$ cat config.mk
export PLATFORM = sky130hd
export DESIGN_NAME = shell_line_tokenizer
export DESIGN_NICKNAME = d
export VERILOG_FILES = /design/src/rtl/slt_pkg.sv /design/src/rtl/slt_classify.sv /design/src/rtl/shell_line_tokenizer.sv
export SDC_FILE = /design/constraint.sdc
export NUM_CORES = 1
export LEC_CHECK = 0
export BUFFER_PORTS_ARGS = -buffer_cell sky130_fd_sc_hd__buf_2
export CORE_ASPECT_RATIO = 2
export CORE_UTILIZATION = 50
export CTS_CLUSTER_DIAMETER = 50
export DETAILED_ROUTE_END_ITERATION = 8
export PLACE_DENSITY = 0.74
export SLEW_MARGIN = 10
export SYNTH_ARGS = -nofsm -noshare
export SYNTH_HDL_FRONTEND = slang
export SYNTH_SLANG_ARGS = --single-unit
$ cat constraint.sdc
create_clock -name clock -period 3.21 [get_ports clock]
set_input_delay 0.1605 -clock clock [delete_from_list [all_inputs] [get_ports clock]]
set_output_delay 0.1605 -clock clock [all_outputs]
set_load 0.1 [all_outputs]
$ cat src/rtl/slt_pkg.sv
// Types and character constants shared by the shell line tokenizer modules.
package slt_pkg;

   // Character codes the lexer recognizes.
   localparam logic [7:0] CH_NUL    = 8'h00;
   localparam logic [7:0] CH_TAB    = 8'h09;
   localparam logic [7:0] CH_NL     = 8'h0A;
   localparam logic [7:0] CH_SPACE  = 8'h20;
   localparam logic [7:0] CH_AMP    = 8'h26;
   localparam logic [7:0] CH_QUOTE  = 8'h27;
   localparam logic [7:0] CH_LPAREN = 8'h28;
   localparam logic [7:0] CH_RPAREN = 8'h29;
   localparam logic [7:0] CH_SEMI   = 8'h3B;
   localparam logic [7:0] CH_LT     = 8'h3C;
   localparam logic [7:0] CH_GT     = 8'h3E;
   localparam logic [7:0] CH_BAR    = 8'h7C;

   // Lexer mode; the unused code behaves as idle.
   typedef enum logic [1:0] {
      LEX_IDLE  = 2'd0,
      LEX_WORD  = 2'd1,
      LEX_QUOTE = 2'd2
   } lex_mode_type;

   // Single operator byte that a repeat of itself would pair with.
   typedef enum logic [1:0] {
      PAIR_NONE = 2'd0,
      PAIR_BAR  = 2'd1,
      PAIR_AMP  = 2'd2,
      PAIR_SEMI = 2'd3
   } pair_type;

   typedef enum logic [1:0] {
      KIND_WORD = 2'd0,
      KIND_OP   = 2'd1,
      KIND_END  = 2'd2
   } token_kind_type;

   typedef enum logic [1:0] {
      FAULT_NONE  = 2'd0,
      FAULT_REDIR = 2'd1,
      FAULT_QUOTE = 2'd2
   } fault_type;

   // Lexer state carried from one byte to the next.
   typedef struct packed {
      lex_mode_type mode;
      pair_type     pend;
   } lex_state_type;

   // Classification of one byte.
   typedef struct packed {
      logic [7:0]     byte_out;
      logic           kept;
      logic           token_start;
      token_kind_type token_kind;
      fault_type      fault;
   } lex_result_type;

endpackage

$ cat src/rtl/slt_classify.sv
// Combinational lexer step: classifies one byte and computes the next lexer state.
module slt_classify
   import slt_pkg::*;
(
   input  logic [7:0]     byte_in,
   input  lex_state_type  state_cur,
   output lex_state_type  state_nxt,
   output lex_result_type result
);

   logic     is_white;
   logic     is_redir;
   logic     is_op;
   logic     is_meta;
   pair_type pair_code;

   // Character classes.
   assign is_white = (byte_in == CH_SPACE) || (byte_in == CH_TAB);
   assign is_redir = (byte_in == CH_LT) || (byte_in == CH_GT);
   assign is_op    = (byte_in == CH_BAR) || (byte_in == CH_AMP) || (byte_in == CH_SEMI) ||
                     (byte_in == CH_LPAREN) || (byte_in == CH_RPAREN) || (byte_in == CH_NL);
   assign is_meta  = is_white || is_redir || (byte_in == CH_BAR) || (byte_in == CH_AMP) ||
                     (byte_in == CH_SEMI) || (byte_in == CH_LPAREN) || (byte_in == CH_RPAREN);

   // Operator bytes that can pair with a repeat of themselves.
   always_comb begin
      priority if (byte_in == CH_BAR) begin
         pair_code = PAIR_BAR;
      end else if (byte_in == CH_AMP) begin
         pair_code = PAIR_AMP;
      end else if (byte_in == CH_SEMI) begin
         pair_code = PAIR_SEMI;
      end else begin
         pair_code = PAIR_NONE;
      end
   end

   // Mode update and classification; order of the tests decides.
   always_comb begin
      state_nxt          = state_cur;
      result.byte_out    = byte_in;
      result.kept        = 1'b1;
      result.token_start = 1'b0;
      result.token_kind  = KIND_WORD;
      result.fault       = FAULT_NONE;

      priority if (byte_in == CH_NUL) begin
         // End of line closes everything and flags an open quote.
         result.token_start = 1'b1;
         result.token_kind  = KIND_END;
         result.fault       = (state_cur.mode == LEX_QUOTE) ? FAULT_QUOTE : FAULT_NONE;
         state_nxt.mode     = LEX_IDLE;
         state_nxt.pend     = PAIR_NONE;
      end else if (state_cur.mode == LEX_QUOTE) begin
         // Everything up to the closing quote is part of the word.
         if (byte_in == CH_QUOTE) begin
            state_nxt.mode = LEX_IDLE;
         end
      end else if ((state_cur.mode == LEX_WORD) && !is_meta) begin
         // Plain word continues.
      end else begin
         // Between tokens.
         state_nxt.mode = LEX_IDLE;
         state_nxt.pend = PAIR_NONE;
         priority if ((state_cur.pend != PAIR_NONE) && (pair_code == state_cur.pend)) begin
            result.token_kind = KIND_OP;
         end else if (is_white) begin
            result.kept = 1'b0;
         end else if (is_redir) begin
            result.kept  = 1'b0;
            result.fault = FAULT_REDIR;
         end else if (is_op) begin
            result.token_start = 1'b1;
            result.token_kind  = KIND_OP;
            state_nxt.pend     = pair_code;
         end else begin
            result.token_start = 1'b1;
            state_nxt.mode     = (byte_in == CH_QUOTE) ? LEX_QUOTE : LEX_WORD;
         end
      end
   end

endmodule

$ cat src/rtl/shell_line_tokenizer.sv
// Top level of the shell line tokenizer: input register, lexer step, result register.
//
// Usage: the req channel carries one command-line byte per beat on req_byte_in;
// a zero byte ends the line. Each accepted beat yields exactly one rsp beat that
// echoes the byte and marks it as dropped, starting a token or continuing one,
// with its token kind and any fault.
// Path: a beat accepted into the input register is classified combinationally
// from it and captured in the result register once that register is free,
// then shown on rsp. Throughput: one byte per cycle while rsp_stall does not
// hold a full result register; the lexer mode is a two-bit register updated by
// a short compare network as each byte leaves the input register.
// Stall: when rsp_stall holds the result register full and the input register
// is also full, req_stall rises in the same cycle; otherwise a new beat is taken
// while a finished result still waits. Stalled results do not change.
// Reset: synchronous, active high; it empties both registers and returns the
// lexer to idle between tokens with no pending operator.
module shell_line_tokenizer
   import slt_pkg::*;
(
   input  logic       clock,
   input  logic       reset,
   input  logic       req_valid,
   output logic       req_stall,
   input  logic [7:0] req_byte_in,
   output logic       rsp_valid,
   input  logic       rsp_stall,
   output logic [7:0] rsp_byte_out,
   output logic       rsp_kept,
   output logic       rsp_token_start,
   output logic [1:0] rsp_token_kind,
   output logic [1:0] rsp_fault
);

   logic           in_valid_ff;
   logic [7:0]     in_byte_ff;
   logic           rsp_valid_ff;
   lex_result_type rsp_ff;
   lex_result_type rsp_in;
   lex_state_type  state_ff;
   lex_state_type  state_in;
   logic           out_free;
   logic           advance;

   // Handshake: the result register frees up when empty or taken this cycle.
   assign out_free  = !rsp_valid_ff || !rsp_stall;
   assign advance   = in_valid_ff && out_free;
   assign req_stall = in_valid_ff && !out_free;

   // Lexer step on the registered byte.
   slt_classify u_classify (
      .byte_in   (in_byte_ff),
      .state_cur (state_ff),
      .state_nxt (state_in),
      .result    (rsp_in)
   );

   // Input register.
   always_ff @(posedge clock) begin
      if (reset) begin
         in_valid_ff <= 1'b0;
      end else if (!req_stall) begin
         in_valid_ff <= req_valid;
      end
   end

   always_ff @(posedge clock) begin
      if (req_valid && !req_stall) begin
         in_byte_ff <= req_byte_in;
      end
   end

   // Lexer state advances with each byte that moves to the result register.
   always_ff @(posedge clock) begin
      if (reset) begin
         state_ff <= '{mode: LEX_IDLE, pend: PAIR_NONE};
      end else if (advance) begin
         state_ff <= state_in;
      end
   end

   // Result register.
   always_ff @(posedge clock) begin
      if (reset) begin
         rsp_valid_ff <= 1'b0;
      end else if (out_free) begin
         rsp_valid_ff <= in_valid_ff;
      end
   end

   always_ff @(posedge clock) begin
      if (advance) begin
         rsp_ff <= rsp_in;
      end
   end

   assign rsp_valid       = rsp_valid_ff;
   assign rsp_byte_out    = rsp_ff.byte_out;
   assign rsp_kept        = rsp_ff.kept;
   assign rsp_token_start = rsp_ff.token_start;
   assign rsp_token_kind  = rsp_ff.token_kind;
   assign rsp_fault       = rsp_ff.fault;

endmodule

---- Yosys cells after proc, flatten, opt, wreduce, memory -nomap -nowiden ----
Index checks and enable logic that the tools add are counted.
word-level totals
  flip-flop bits (word level) ............. 28
  word-level logic and storage cells ...... 86
  input port bits ......................... 12
cells by class
  muxes and demuxes ....................... 27
  equality and inequality tests ........... 18
  reductions and logical operators ........ 30
operators by type and width
  operator                                                         count
  8-bit by 6-bit == test with 1-bit output, second input constant  8
  2-bit 2-to-1 mux                                                 13
  4-bit 2-to-1 mux                                                 5
  8-bit by 4-bit == test with 1-bit output, second input constant  2
  5-bit 2-to-1 mux                                                 3
  1-bit logical OR                                                 14
  8-bit by 7-bit == test with 1-bit output, second input constant  1
  8-bit zero test                                                  1
  3-bit AND reduction                                              2
  1-bit logical AND                                                5
  1-bit zero test                                                  5
  1-bit 2-to-1 mux                                                 5
  2-bit by 1-bit != test with 1-bit output, second input constant  2
  4-bit OR reduction                                               1
  3-bit 2-to-1 mux                                                 1
  3-bit by 1-bit != test with 1-bit output, second input constant  1
  3-bit by 2-bit != test with 1-bit output, second input constant  1
  3-bit OR reduction                                               1
  2-bit by 1-bit == test with 1-bit output, second input constant  1
  2-bit == test                                                    1
  2-bit == test, second input constant                             1
  2-bit nonzero test                                               1

---- Logic depth before layout (Yosys ltp) ----
Gate-level depths: netlist (run 1).
  depth in word-level cells ............... 13
  mapped depth ............................ 7
  mapped depth without buffers ............ 6

---- Cells and area by module ----
From an unflattened synthesis (run 1), not the netlist that was laid out.
second synthesis, totals
  cell total of the unflattened synthesis .. 113
  area, all modules ....................... 1413.9 um^2
by module, submodules not included
  module                cells an instance  instances  area an instance (um^2)
  shell_line_tokenizer  49                 1          923.4
  slt_classify          64                 1          490.5

---- Least setup slack after synthesis (run 1) ----
OpenSTA, ideal clock, no wires.
  path kind ............................... reg-to-reg
  start ................................... reg rsp_valid_ff (netlist: rsp_valid)
  end ..................................... reg state_ff[0] in the netlist's numbering
  path slack .............................. 544 ps
  buffers on the path ..................... 0
  clock period less this slack ............ 2666 ps
  arrival ................................. 2596 ps
  stages on the path, launching flop included .. 5
  cell sequence ........................... dfxtp_1 a21boi_1 o21ai_0 or4_1 a21oi_1
on the way
  cells in the longest elaborated chain, start to end .. 4
ends and longest elaborated chain
  what                           RTL line                    RTL
  start, declared                shell_line_tokenizer.sv:36  logic rsp_valid_ff;
  start signal, assigned         shell_line_tokenizer.sv:86  rsp_valid_ff <= in_valid_ff;
  1-bit zero test                shell_line_tokenizer.sv:45  assign out_free = !rsp_valid_ff || !rsp_stall;
  1-bit logical OR               shell_line_tokenizer.sv:45
  1-bit logical AND              shell_line_tokenizer.sv:46  assign advance = in_valid_ff && out_free;
  via advance                    shell_line_tokenizer.sv:42  logic advance;
  3-bit AND reduction (no line)  -
  end signal, assigned           shell_line_tokenizer.sv:75  state_ff <= '{mode: LEX_IDLE, pend: PAIR_NONE};
  end signal, assigned           shell_line_tokenizer.sv:77  state_ff <= state_in;
  end, declared                  shell_line_tokenizer.sv:39  lex_state_type state_ff;
The timed path passes the listed nets, and every way through them passes these cells.
A chain may end at the register's enable or synchronous reset.

---- Worst setup path after layout (run 1) ----
  start ................................... reg in_byte_ff[2]
  end ..................................... reg state_ff[0] in the netlist's numbering
on the way
  cells in the longest elaborated chain, start to end .. 13
ends and longest elaborated chain
  what                                                                                                  RTL line                    RTL
  start, declared                                                                                       shell_line_tokenizer.sv:35  logic [7:0] in_byte_ff;
  start signal, assigned                                                                                shell_line_tokenizer.sv:68  in_byte_ff <= req_byte_in;
  8-bit by 7-bit == test with 1-bit output or 8-bit by 6-bit == test with 1-bit output (tied branches)  -
  1-bit logical OR (3 in a row)                                                                         slt_classify.sv:20          assign is_op = (byte_in == CH_BAR) || (byte_in == CH_AMP) || (byte_in == CH_SEMI) ||
  1-bit logical OR (2 in a row)                                                                         slt_classify.sv:21          (byte_in == CH_LPAREN) || (byte_in == CH_RPAREN) || (byte_in == CH_NL);
  2-bit 2-to-1 mux                                                                                      slt_classify.sv:72          end else if (is_op) begin
  4-bit 2-to-1 mux                                                                                      slt_classify.sv:69          end else if (is_redir) begin
  4-bit 2-to-1 mux                                                                                      slt_classify.sv:67          end else if (is_white) begin
  4-bit 2-to-1 mux                                                                                      slt_classify.sv:65          priority if ((state_cur.pend != PAIR_NONE) && (pair_code == state_cur.pend)) begin
  4-bit 2-to-1 mux                                                                                      slt_classify.sv:59          end else if ((state_cur.mode == LEX_WORD) && !is_meta) begin
  2-bit 2-to-1 mux                                                                                      slt_classify.sv:54          end else if (state_cur.mode == LEX_QUOTE) begin
  4-bit 2-to-1 mux                                                                                      slt_classify.sv:47          priority if (byte_in == CH_NUL) begin
Several ways; a longest one is shown, not always the timed one. The select of a mux whose other input is x is not followed.

==> summary.md, run 1 <==
| Metric | Value |
|---|---|
| Outcome | complete, no violations |
| Synthesized flop and latch total | 28 |
| PostCTS Resize Cnt | 0 |
| CP top delay family | simple AND/OR/NAND/NOR gates |
| Sw Pwr | 0.000210 W |
| Async set-reset flop share out of synthesis | 0% |
| Number of remaining DRC errors | 0 |
| Final instance area | 1580 sq um |
| Setup CP Type | reg -> reg |
| Tot GR Track Use | 21.0% |
| CP cell instances | nand4bb_1 > or3_1 > a31oi_2 > nor4_2 > or4_1 > a21oi_1 |
| Slew HR | 59.7% |
| Layout area overhead | 13.4% |
| Min Hold Slack | 0.0543 ns |
| CTS Hold Bufs | 0 |
| Critical path's largest stage delay | 0.58 ns |
| Sequential power share | 58.5% |
| DR vias | 1112 |
| Die width | 39.4 um |
| End of the worst hold path | in_byte_ff[2] |
| Area contributors post-synth | edfxtp_1 47%, dfxtp_1 8.6%, nor2_1 2.4% |
| Element type at the critical path end | register |
| CTS sink cnt | 28 |
| Synth Instances | 120 |
| Num ports | 28 |
| Final wirelength | 2720 um |
| Placed Cells | 170 |
| IO buf count | 27 |
| CP required | 3.42 ns |
| Pins over their slew limit | 0 |
| Worst-path clk slew | 0.09 ns |
| FF-to-FF End | state_ff[0] |
| Setup TNS | 0 ns |
| Gr ovfl total | 0 |
| RSZ-0062 raised after global routing | false |
| Worst vdd ir | 0.000408 V |
| Die area | 3020 sq um |
| Initial antenna violation count | 0 |
| Initial core utilization | 53.7% |
| Pre-CTS setup slack | 0.886 ns |
| Sw Ratio | 28.6% |
| Post-synthesis area per instance | 11.6 sq um |
| EDFF count, synth | 22 |
| Hold_sp | req_byte_in[2] |
| Worst Reg-to-Reg Cells | 6 |
| Sequential cell area | 781 sq um |
| Tcrit/Tclk final | 73.9% |
| Routed vias/inst | 6.39 |
| Wirelength per Cell | 15.6 um |
| Yosys warnings | 0 |
| Htree depth | 1 |
| Worst-Skew Late Latency | 0.27 ns |
| Post-detail-place hpwl | 2040 um |
| Synth area leader | edfxtp_1 |
| Non-Filler Instances | 174 |
| Area of the multi-input gates | 558 sq um |
| Slowest CP cell | edfxtp_1 |
| First-pass GRT wire length | 4510 um |
| Worst Skew | 0.00537 ns |
| Final GP Congestion | 0.903 |
| First DRT Iteration DRCs | 39 |
| Num CTS Buffers | 3 |
| Post-synthesis sequential area ratio | 55.9% |
| Prevailing post-synth register cell | edfxtp_1 |
| Leak | 0.557 nW |
| Synthesized Nets | 132 |
| Core area | 2600 sq um |
| Worst Setup Start Kind | register |
| N_diodes | 0 |
| Crit path DAT | 2.58 ns |
| Most common cell after layout, fill and taps aside | buf_2 |
| Critical Path Fanout Max | 15 |
| Fmax | 421 MHz |
| Post-synth top area share | 47.3% |
| Most frequent cells in the layout | 27 x buf_2, 22 x edfxtp_1, 9 x nor2_1 |
| Max clock buf depth | 2 |
| Yosys cell types | 46 |
| Share of layout cells above drive strength 1 | 27.4% |
| Max-cap violations | 0 |
| Placed Area | 1540 sq um |
| Final worst slack | 0.837 ns |
| CP startpoint | in_byte_ff[2] |
| Final hold vios | 0 |
| R2R setup slack | 0.84 ns |
| P per Cell Area | 465 nW/um^2 |
| Root Buffer | clkbuf_8 |
| CTS tree | yes |
| First-pass DRT Iterations | 5 |
| Mapped Area | 1400 sq um |
| Clock share of power | 25.9% |
| Worst slew pin tran | 0.603 ns |
| Largest net degree at the start of global routing | 20 |
| Fillers | 237 |
| Die span in y | 76.7 um |
| Post-CTS Setup Inserts | 0 |
| Total internal power | 0.000526 W |
| Cell Rows | 26 |
| Comb pwr share | 15.7% |
| Post-DRT Antenna Nets | 0 |
| Setup violators final | 0 |
| Worst Hold Class | in -> reg |
| Clock period minus worst slack | 2.37 ns |
| Number of global-route vias before repair | 1077 |
| Reg-to-reg startpoint | in_byte_ff[2] |
| Hold Crit Depth | 1 |
| Number of buffers and inverters on the critical path | 0 |
| Final #Nets | 159 |
==> cell usage after synthesis, types with 3 or more instances <==
library cell  number
edfxtp_1          22
buf_2              4
nand4bb_1          3
a21oi_1            3
o21ai_0            6
nor2_1             9
nor3_1             3
or3_1              4
inv_1              6
nand2_1            5
nor4_1             4
dfxtp_1            6
nand2b_1           4
==> worst reg2reg max path: cells and delay by family, from the launching register on <==
family / cells / cell delay [ns]
simple gates: 4 / 1.33
flops: 1 / 0.58
compound gates: 2 / 0.40
==> power by group through the flow <==
stage	sequential (W)	combinational [W]	clock [W]
floorplan	0.000487	0.0000436	0
global placement	0.000437	0.000114	0
detailed placement	0.000438	0.000116	0
CTS	0.000430	0.000116	0.000193
global route	0.000434	0.000122	0.000204
finish	0.000430	0.000115	0.000190
==> cells by family after synthesis <==
logic type,Yosys count,synth area share [%]
AOI/OAI and AO/OA,24,11.8
buffers and inverters,12,4.12
xor gates and xnor gates,1,0.627
and+or+nand+nor,55,27.5
DFF,28,55.9
==> stage by stage <==
step	power [W]	utilization, %
after global routing	0.000760	60.9
after CTS	0.000739	60.9
final	0.000736	60.9
after floorplan	0.000530	-
after global placement	0.000551	59.1
after detailed placement	0.000554	59.1
==> area by class of cell <==
cell class / instances / share of cell area, %
clock buffers: 4 / 2.84
inverters: 6 / 1.42
multi-input cells: 80 / 35.2
flip-flops and latches: 28 / 49.3
well taps: 28 / 2.21
repair buffers: 28 / 9.00
==> flip-flops by register name, summed over array words and instances (netlist names) <==
signal / count
in_byte_ff: 8
rsp_byte_out: 8
state_ff: 4
rsp_fault: 2
rsp_token_kind: 2
in_valid_ff: 1
rsp_kept: 1
rsp_token_start: 1
rsp_valid: 1
==> worst max path at each step <==
stage / endpoint / slack [ns] / depth (start not counted)
floorplan: state_ff[0] / 0.54 / 4
global placement: state_ff[0] / 0.95 / 6
detailed placement: state_ff[0] / 0.89 / 6
CTS: state_ff[0] / 0.86 / 6
global route: state_ff[0] / 0.74 / 6
finish: state_ff[0] / 0.84 / 6
==> layer usage <==
metal	vias up	GRT usage (%)	wire length [um]
met1	521	20.8	940
met5	-	0	0
met2	55	36.5	1500
met3	19	2.31	135
met4	0	14.5	141
li1	517	-	-
Note: power is estimated with default switching activity, not from simulation.
==> run 2: changes to the inputs <==
==> constraint.sdc (replaced) <==
create_clock -name clock -period 2.3 [get_ports clock]
set_input_delay 0.115 -clock clock [delete_from_list [all_inputs] [get_ports clock]]
set_output_delay 0.115 -clock clock [all_outputs]
set_load 0.1 [all_outputs]
==> run 2 against run 1 <==
Against the previous run:
- final area increased by 13%
- register-to-register slack got worse by 0.80 ns
- non-clock buffer count increased by 22
- clock power increased by 38%
- clock-buffer cell count unchanged
- first-iteration DRC count decreased by 2.6%
- worst hold slack got worse by 0.041 ns
- sequential share of layout area decreased by 5.7 points
- largest cell class unchanged
- critical path type unchanged
- wire length increased by 19%
- clock skew increased by 0.0028 ns
- via count increased by 7.1%
==> summary.md, run 2 (synthesis results as in run 1) <==
| Metric | Value |
|---|---|
| Share of layout cells above drive strength 1 | 39.9% (+12 points) |
| Worst slew pin tran | 0.632 ns (+0.0284 ns) |
| Initial antenna violation count | 0 (unchanged) |
| WP depth | 6 (unchanged) |
| Final Power | 0.00107 W (+45%) |
| Post-detail-place hpwl | 2290 um (+12%) |
| Crit path DAT | 2.46 ns (-0.12 ns) |
| Critical path's largest stage delay | 0.53 ns (-0.05 ns) |
| Die width | 39.4 um (unchanged) |
| Root Buffer | clkbuf_8 |
| Placed Area | 1620 sq um (+5.2%) |
| P per Cell Area | 595 nW/um^2 (+28%) |
| CP top delay family | simple AND/OR/NAND/NOR gates |
| Routed vias/inst | 6.08 (-4.9%) |
| First-pass DRT Iterations | 4 (-1) |
| Tcrit/Tclk final | 98.3% (+24 points) |
| Max-cap violations | 0 (unchanged) |
| Leak | 0.671 nW (+20%) |
| Slew HR | 57.8% (-1.9 points) |
| R2R setup slack | 0.04 ns (-0.80 ns) |
| Worst Reg-to-Reg Cells | 6 (unchanged) |
| Setup violators final | 0 (unchanged) |
| Worst Hold Class | in -> reg |
| Fillers | 207 (-13%) |
| Clock period minus worst slack | 2.26 ns (-0.112 ns) |
| Largest net degree at the start of global routing | 16 (-20%) |
| CTS tree | yes |
| First-pass GRT wire length | 5110 um (+13%) |
| First DRT Iteration DRCs | 38 (-2.6%) |
| CP startpoint | in_byte_ff[2] |
| CP cell instances | nand4bb_1 > or3_1 > a31oi_4 > nor4_2 > or4_1 > a21oi_1 |
| Number of buffers and inverters on the critical path | 0 (unchanged) |
| Final GP Congestion | 0.922 (+2.1%) |
| Core area | 2600 sq um (unchanged) |
| Layout area overhead | 28.3% |
| Final #Nets | 181 (+14%) |
| DR vias | 1191 (+7.1%) |
| Wirelength per Cell | 16.5 um (+5.7%) |
| RSZ-0062 raised after global routing | true |
| Final hold vios | 0 (unchanged) |
| Htree depth | 1 (unchanged) |
| Hold Crit Depth | 1 (unchanged) |
| Worst-path clk slew | 0.09 ns (about the same) |
| Min Hold Slack | 0.0138 ns (-0.0406 ns) |
| Setup CP Type | reg -> reg |
| Num CTS Buffers | 3 (unchanged) |
| Slowest CP cell | or4_1 |
| Initial core utilization | 53.7% (unchanged) |
| Worst Setup Start Kind | register |
| Number of global-route vias before repair | 1156 (+7.3%) |
| Post-DRT Antenna Nets | 0 (unchanged) |
| Most frequent cells in the layout | 27 x buf_2, 23 x buf_4, 22 x edfxtp_1 |
| Number of remaining DRC errors | 0 (unchanged) |
| Die span in y | 76.7 um (unchanged) |
| Placed Cells | 180 (+5.9%) |
| N_diodes | 0 (unchanged) |
| Max clock buf depth | 2 (unchanged) |
| Most common cell after layout, fill and taps aside | buf_2 |
| Worst-Skew Late Latency | 0.27 ns (about the same) |
| Sequential cell area | 781 sq um (unchanged) |
| Outcome | complete, no violations |
| FF-to-FF End | state_ff[0] |
| Worst vdd ir | 0.000492 V (+21%) |
| Critical Path Fanout Max | 8 (-7) |
| Element type at the critical path end | register |
| Pins over their slew limit | 0 (unchanged) |
| Area of the multi-input gates | 601 sq um (+7.6%) |
| Num ports | 28 (unchanged) |
| Cell Rows | 26 (unchanged) |
| Final wirelength | 3230 um (+19%) |
| Die area | 3020 sq um (unchanged) |
| CP required | 2.50 ns (-0.92 ns) |
| Reg-to-reg startpoint | in_byte_ff[2] |
| Fmax | 442 MHz (+4.9%) |
| Crit path capture | state_ff[0] |
| CTS sink cnt | 28 (unchanged) |
| IO buf count | 27 (unchanged) |
| Final instance area | 1790 sq um (+13%) |
| Non-Filler Instances | 196 (+13%) |
| Gr ovfl total | 0 (unchanged) |
| Worst Skew | 0.00815 ns (+0.00278 ns) |
| Tot GR Track Use | 23.5% (+2.5 points) |
## run 2: cell type report
| type | instances | share of cell area (%) |
|---|---|---|
| tap | 28 | 1.96 |
| inverter | 6 | 1.26 |
| timing repair buffer | 50 | 17.2 |
| multi-input combinational | 80 | 33.5 |
| clock buffer | 4 | 2.51 |
| sequential | 28 | 43.6 |
## run 2: report_power, final
| group | internal [W] | leakage (nW) | total, W | switching, W |
|---|---|---|---|---|
| Clock | 0.000124 | 0.0228 | 0.000263 | 0.000139 |
| Combinational | 0.0000637 | 0.396 | 0.000212 | 0.000148 |
| Sequential | 0.000571 | 0.252 | 0.000590 | 0.0000192 |
| Total | 0.000759 | 0.671 | 0.00107 | 0.000307 |
## run 2: worst register-to-register path, stage by stage, from the launching register on
cell       delay [ns]
edfxtp_1         0.52
nand4bb_1        0.28
or3_1            0.39
a31oi_4          0.24
nor4_2           0.09
or4_1            0.53
a21oi_1          0.14
## run 2: what timing repair did
action	CTS	global route
setup endpoints to repair	0	3
setup buffers	0	12
resized for setup	0	7
hold endpoints to repair	0	0
hold buffers	0	0
## run 2: metal layers
metal	part of all wire (%)	global-route usage, %
met5	0	0
met4	3.6	11.7
met3	4.6	3.18
met2	56	40.7
met1	35	25.7
## run 2: stage by stage
stage               utilization [%]  setup TNS [ns]  setup WS [ns]
floorplan                         -         -0.0185        -0.0185
global placement               62.2               0          0.134
detailed placement             62.2               0         0.0768
CTS                            63.9               0         0.0554
global route                   68.8         -0.0694        -0.0513
finish                         68.8               0         0.0385
## run 2: worst min path at each step
stage	start	endpoint
2_1_floorplan	reset	state_ff[0]
3_3_place_gp	req_byte_in[0]	in_byte_ff[0]
3_5_place_dp	req_byte_in[0]	in_byte_ff[0]
4_1_cts	req_byte_in[3]	in_byte_ff[3]
5_1_grt	req_byte_in[1]	in_byte_ff[1]
6_report	req_byte_in[5]	in_byte_ff[5]
==> run 3: changes to the inputs <==
--- a/config.mk
+++ b/config.mk
@@ -6,11 +6,14 @@
 export NUM_CORES = 1
 export LEC_CHECK = 0
 export BUFFER_PORTS_ARGS = -buffer_cell sky130_fd_sc_hd__buf_2
+export CELL_PAD_IN_SITES_DETAIL_PLACEMENT = 1
+export CELL_PAD_IN_SITES_GLOBAL_PLACEMENT = 1
 export CORE_ASPECT_RATIO = 2
-export CORE_UTILIZATION = 50
+export CORE_UTILIZATION = 42
 export CTS_CLUSTER_DIAMETER = 50
+export CTS_CLUSTER_SIZE = 8
 export DETAILED_ROUTE_END_ITERATION = 8
-export PLACE_DENSITY = 0.74
+export PLACE_DENSITY_LB_ADDON = 0.1
 export SLEW_MARGIN = 10
 export SYNTH_ARGS = -nofsm -noshare
 export SYNTH_HDL_FRONTEND = slang
==> run 3 against run 2 <==
Against the previous run:
- clock-buffer cell count down 1
- utilization decreased by 9.7 points
- flip-flop and latch count unchanged
- critical path depth stayed put
- sequential power barely moved
- final area up 4.2%
- combinational power up 5%
- fmax grew 1.1%
- largest cell class unchanged
==> summary.md, run 3 (synthesis results as in run 1) <==
| Metric | Value |
|---|---|
| Outcome | complete, no violations |
| First DRT Iteration DRCs | 33 (-13%) |
| Slew HR | 54.1% (-3.7 points) |
| Final wirelength | 4040 um (+25%) |
| Worst Reg-to-Reg Cells | 6 (unchanged) |
| Worst-Skew Late Latency | 0.28 ns (about the same) |
| Final worst slack | 0.0627 ns (+0.0242 ns) |
| Max-cap violations | 0 (unchanged) |
| Worst vdd ir | 0.000477 V (-3.2%) |
| Hold Crit Depth | 1 (unchanged) |
| Critical Path Fanout Max | 5 (-3) |
| Number of global-route vias before repair | 1241 (+7.4%) |
| Fmax | 447 MHz (+1.1%) |
| Num CTS Buffers | 3 (unchanged) |
| CTS tree | yes |
| Initial core utilization | 44.2% (-9.4 points) |
| Final hold vios | 0 (unchanged) |
| Worst Setup Start Kind | register |
| First-pass GRT wire length | 5880 um (+15%) |
| First-pass DRT Iterations | 4 (unchanged) |
| Fillers | 351 (+70%) |
| Largest net degree at the start of global routing | 17 (+1) |
| Setup violators final | 0 (unchanged) |
| Tot GR Track Use | 21.7% (-1.8 points) |
| Core area | 3160 sq um (+21%) |
| Setup CP Type | reg -> reg |
| Worst-path clk slew | 0.09 ns (about the same) |
| Initial antenna violation count | 0 (unchanged) |
| Number of remaining DRC errors | 0 (unchanged) |
| CTS sink cnt | 28 (unchanged) |
| Worst Skew | 0.00301 ns (-0.00514 ns) |
| Gr ovfl total | 0 (unchanged) |
| Max clock buf depth | 2 (unchanged) |
| DR vias | 1218 (+2.3%) |
| Pins over their slew limit | 0 (unchanged) |
| Num ports | 28 (unchanged) |
| Post-detail-place hpwl | 2690 um (+18%) |
| Final #Nets | 191 (+5.5%) |
| Setup TNS | 0 ns (unchanged) |
| Post-DRT Antenna Nets | 0 (unchanged) |
| Layout area overhead | 33.7% |
| Die span in y | 83.5 um (+8.9%) |
| Final Power | 0.00120 W (+13%) |
| Cell Rows | 29 (+12%) |
| Pre-CTS setup slack | -0.00432 ns (-0.0811 ns) |
| Leak | 0.724 nW (+7.9%) |
| Most frequent cells in the layout | 31 x buf_4, 27 x buf_2, 22 x edfxtp_1 |
| Area of the multi-input gates | 576 sq um (-4.2%) |
| CTS Hold Bufs | 0 (unchanged) |
| N_diodes | 0 (unchanged) |
| IO buf count | 27 (unchanged) |
| P per Cell Area | 644 nW/um^2 (+8.3%) |
| Die area | 3570 sq um (+18%) |
| Worst Hold Class | in -> reg |
| Clock period minus worst slack | 2.24 ns (-0.0242 ns) |
| Final GP Congestion | 0.847 (-8.1%) |
| Tcrit/Tclk final | 97.3% (-1.1 points) |
| Die width | 42.8 um (+8.6%) |
| Htree depth | 1 (unchanged) |
| Most common cell after layout, fill and taps aside | buf_4 |
| Root Buffer | clkbuf_8 |
| Element type at the critical path end | register |
| Crit path DAT | 2.45 ns (about the same) |
| Routed vias/inst | 5.83 (-4.1%) |
| Sequential cell area | 781 sq um (unchanged) |
| Wirelength per Cell | 19.3 um (+17%) |
| Worst slew pin tran | 0.686 ns (+0.0546 ns) |
| Share of layout cells above drive strength 1 | 43.3% (+3.4 points) |
| CP required | 2.52 ns (+0.02 ns) |
==> run 3: power by group <==
group / switching (W) / internal [W]
logic: 0.000152 / 0.0000704
clock network: 0.000155 / 0.000233
registers: 0.0000208 / 0.000571
==> run 3: layer usage <==
metal | track usage (%) | up-vias | part of all wire [%]
li1 | - | 579 | -
met1 | 23.0 | 606 | 35
met2 | 41.5 | 25 | 60
met3 | 1.30 | 8 | 2.4
met4 | 8.52 | 0 | 1.9
met5 | 0 | - | 0
==> run 3: worst max-delay path, cell delays in order (launching register included) <==
cell,delay [ns]
edfxtp_1,0.52
or2_4,0.31
or4_4,0.49
nand3b_4,0.13
nor4_2,0.06
or4_1,0.53
a21oi_1,0.13
==> run 3: through the flow <==
step	hold slack, ns	util (%)	cell area (sq um)	instances
final	0.00597	59.1	1870	209
after global routing	0.000618	59.1	1870	209
after detailed placement	0.294	51.2	1620	182
after floorplan	0.184	-	1400	120
after global placement	0.293	51.2	1620	182
after CTS	0.00199	55.1	1740	193
==> run 3: final cells by class <==
class | instances | area share [%]
Sequential cell | 28 | 41.8
Multi-Input combinational cell | 80 | 30.8
Timing Repair Buffer | 60 | 20.2
Clock buffer | 3 | 2.21
Tap cell | 31 | 2.08
Clock inverter | 1 | 1.61
Inverter | 6 | 1.21
==> run 3: final timing paths <==
kind | to | slack (ns) | startpoint
worst max register to register | state_ff[0] | 0.06 | in_byte_ff[6]
worst max-delay path | state_ff[0] | 0.06 | in_byte_ff[6]
worst min register to register | rsp_valid | 0.50 | in_valid_ff
worst min-delay path | in_byte_ff[7] | 0.006 | req_byte_in[7]
==> run 3: timing repair <==
item	4_1_cts	5_1_grt
endpoints found under the setup margin	1	2
setup buffers	7	16
gates resized for setup	0	2
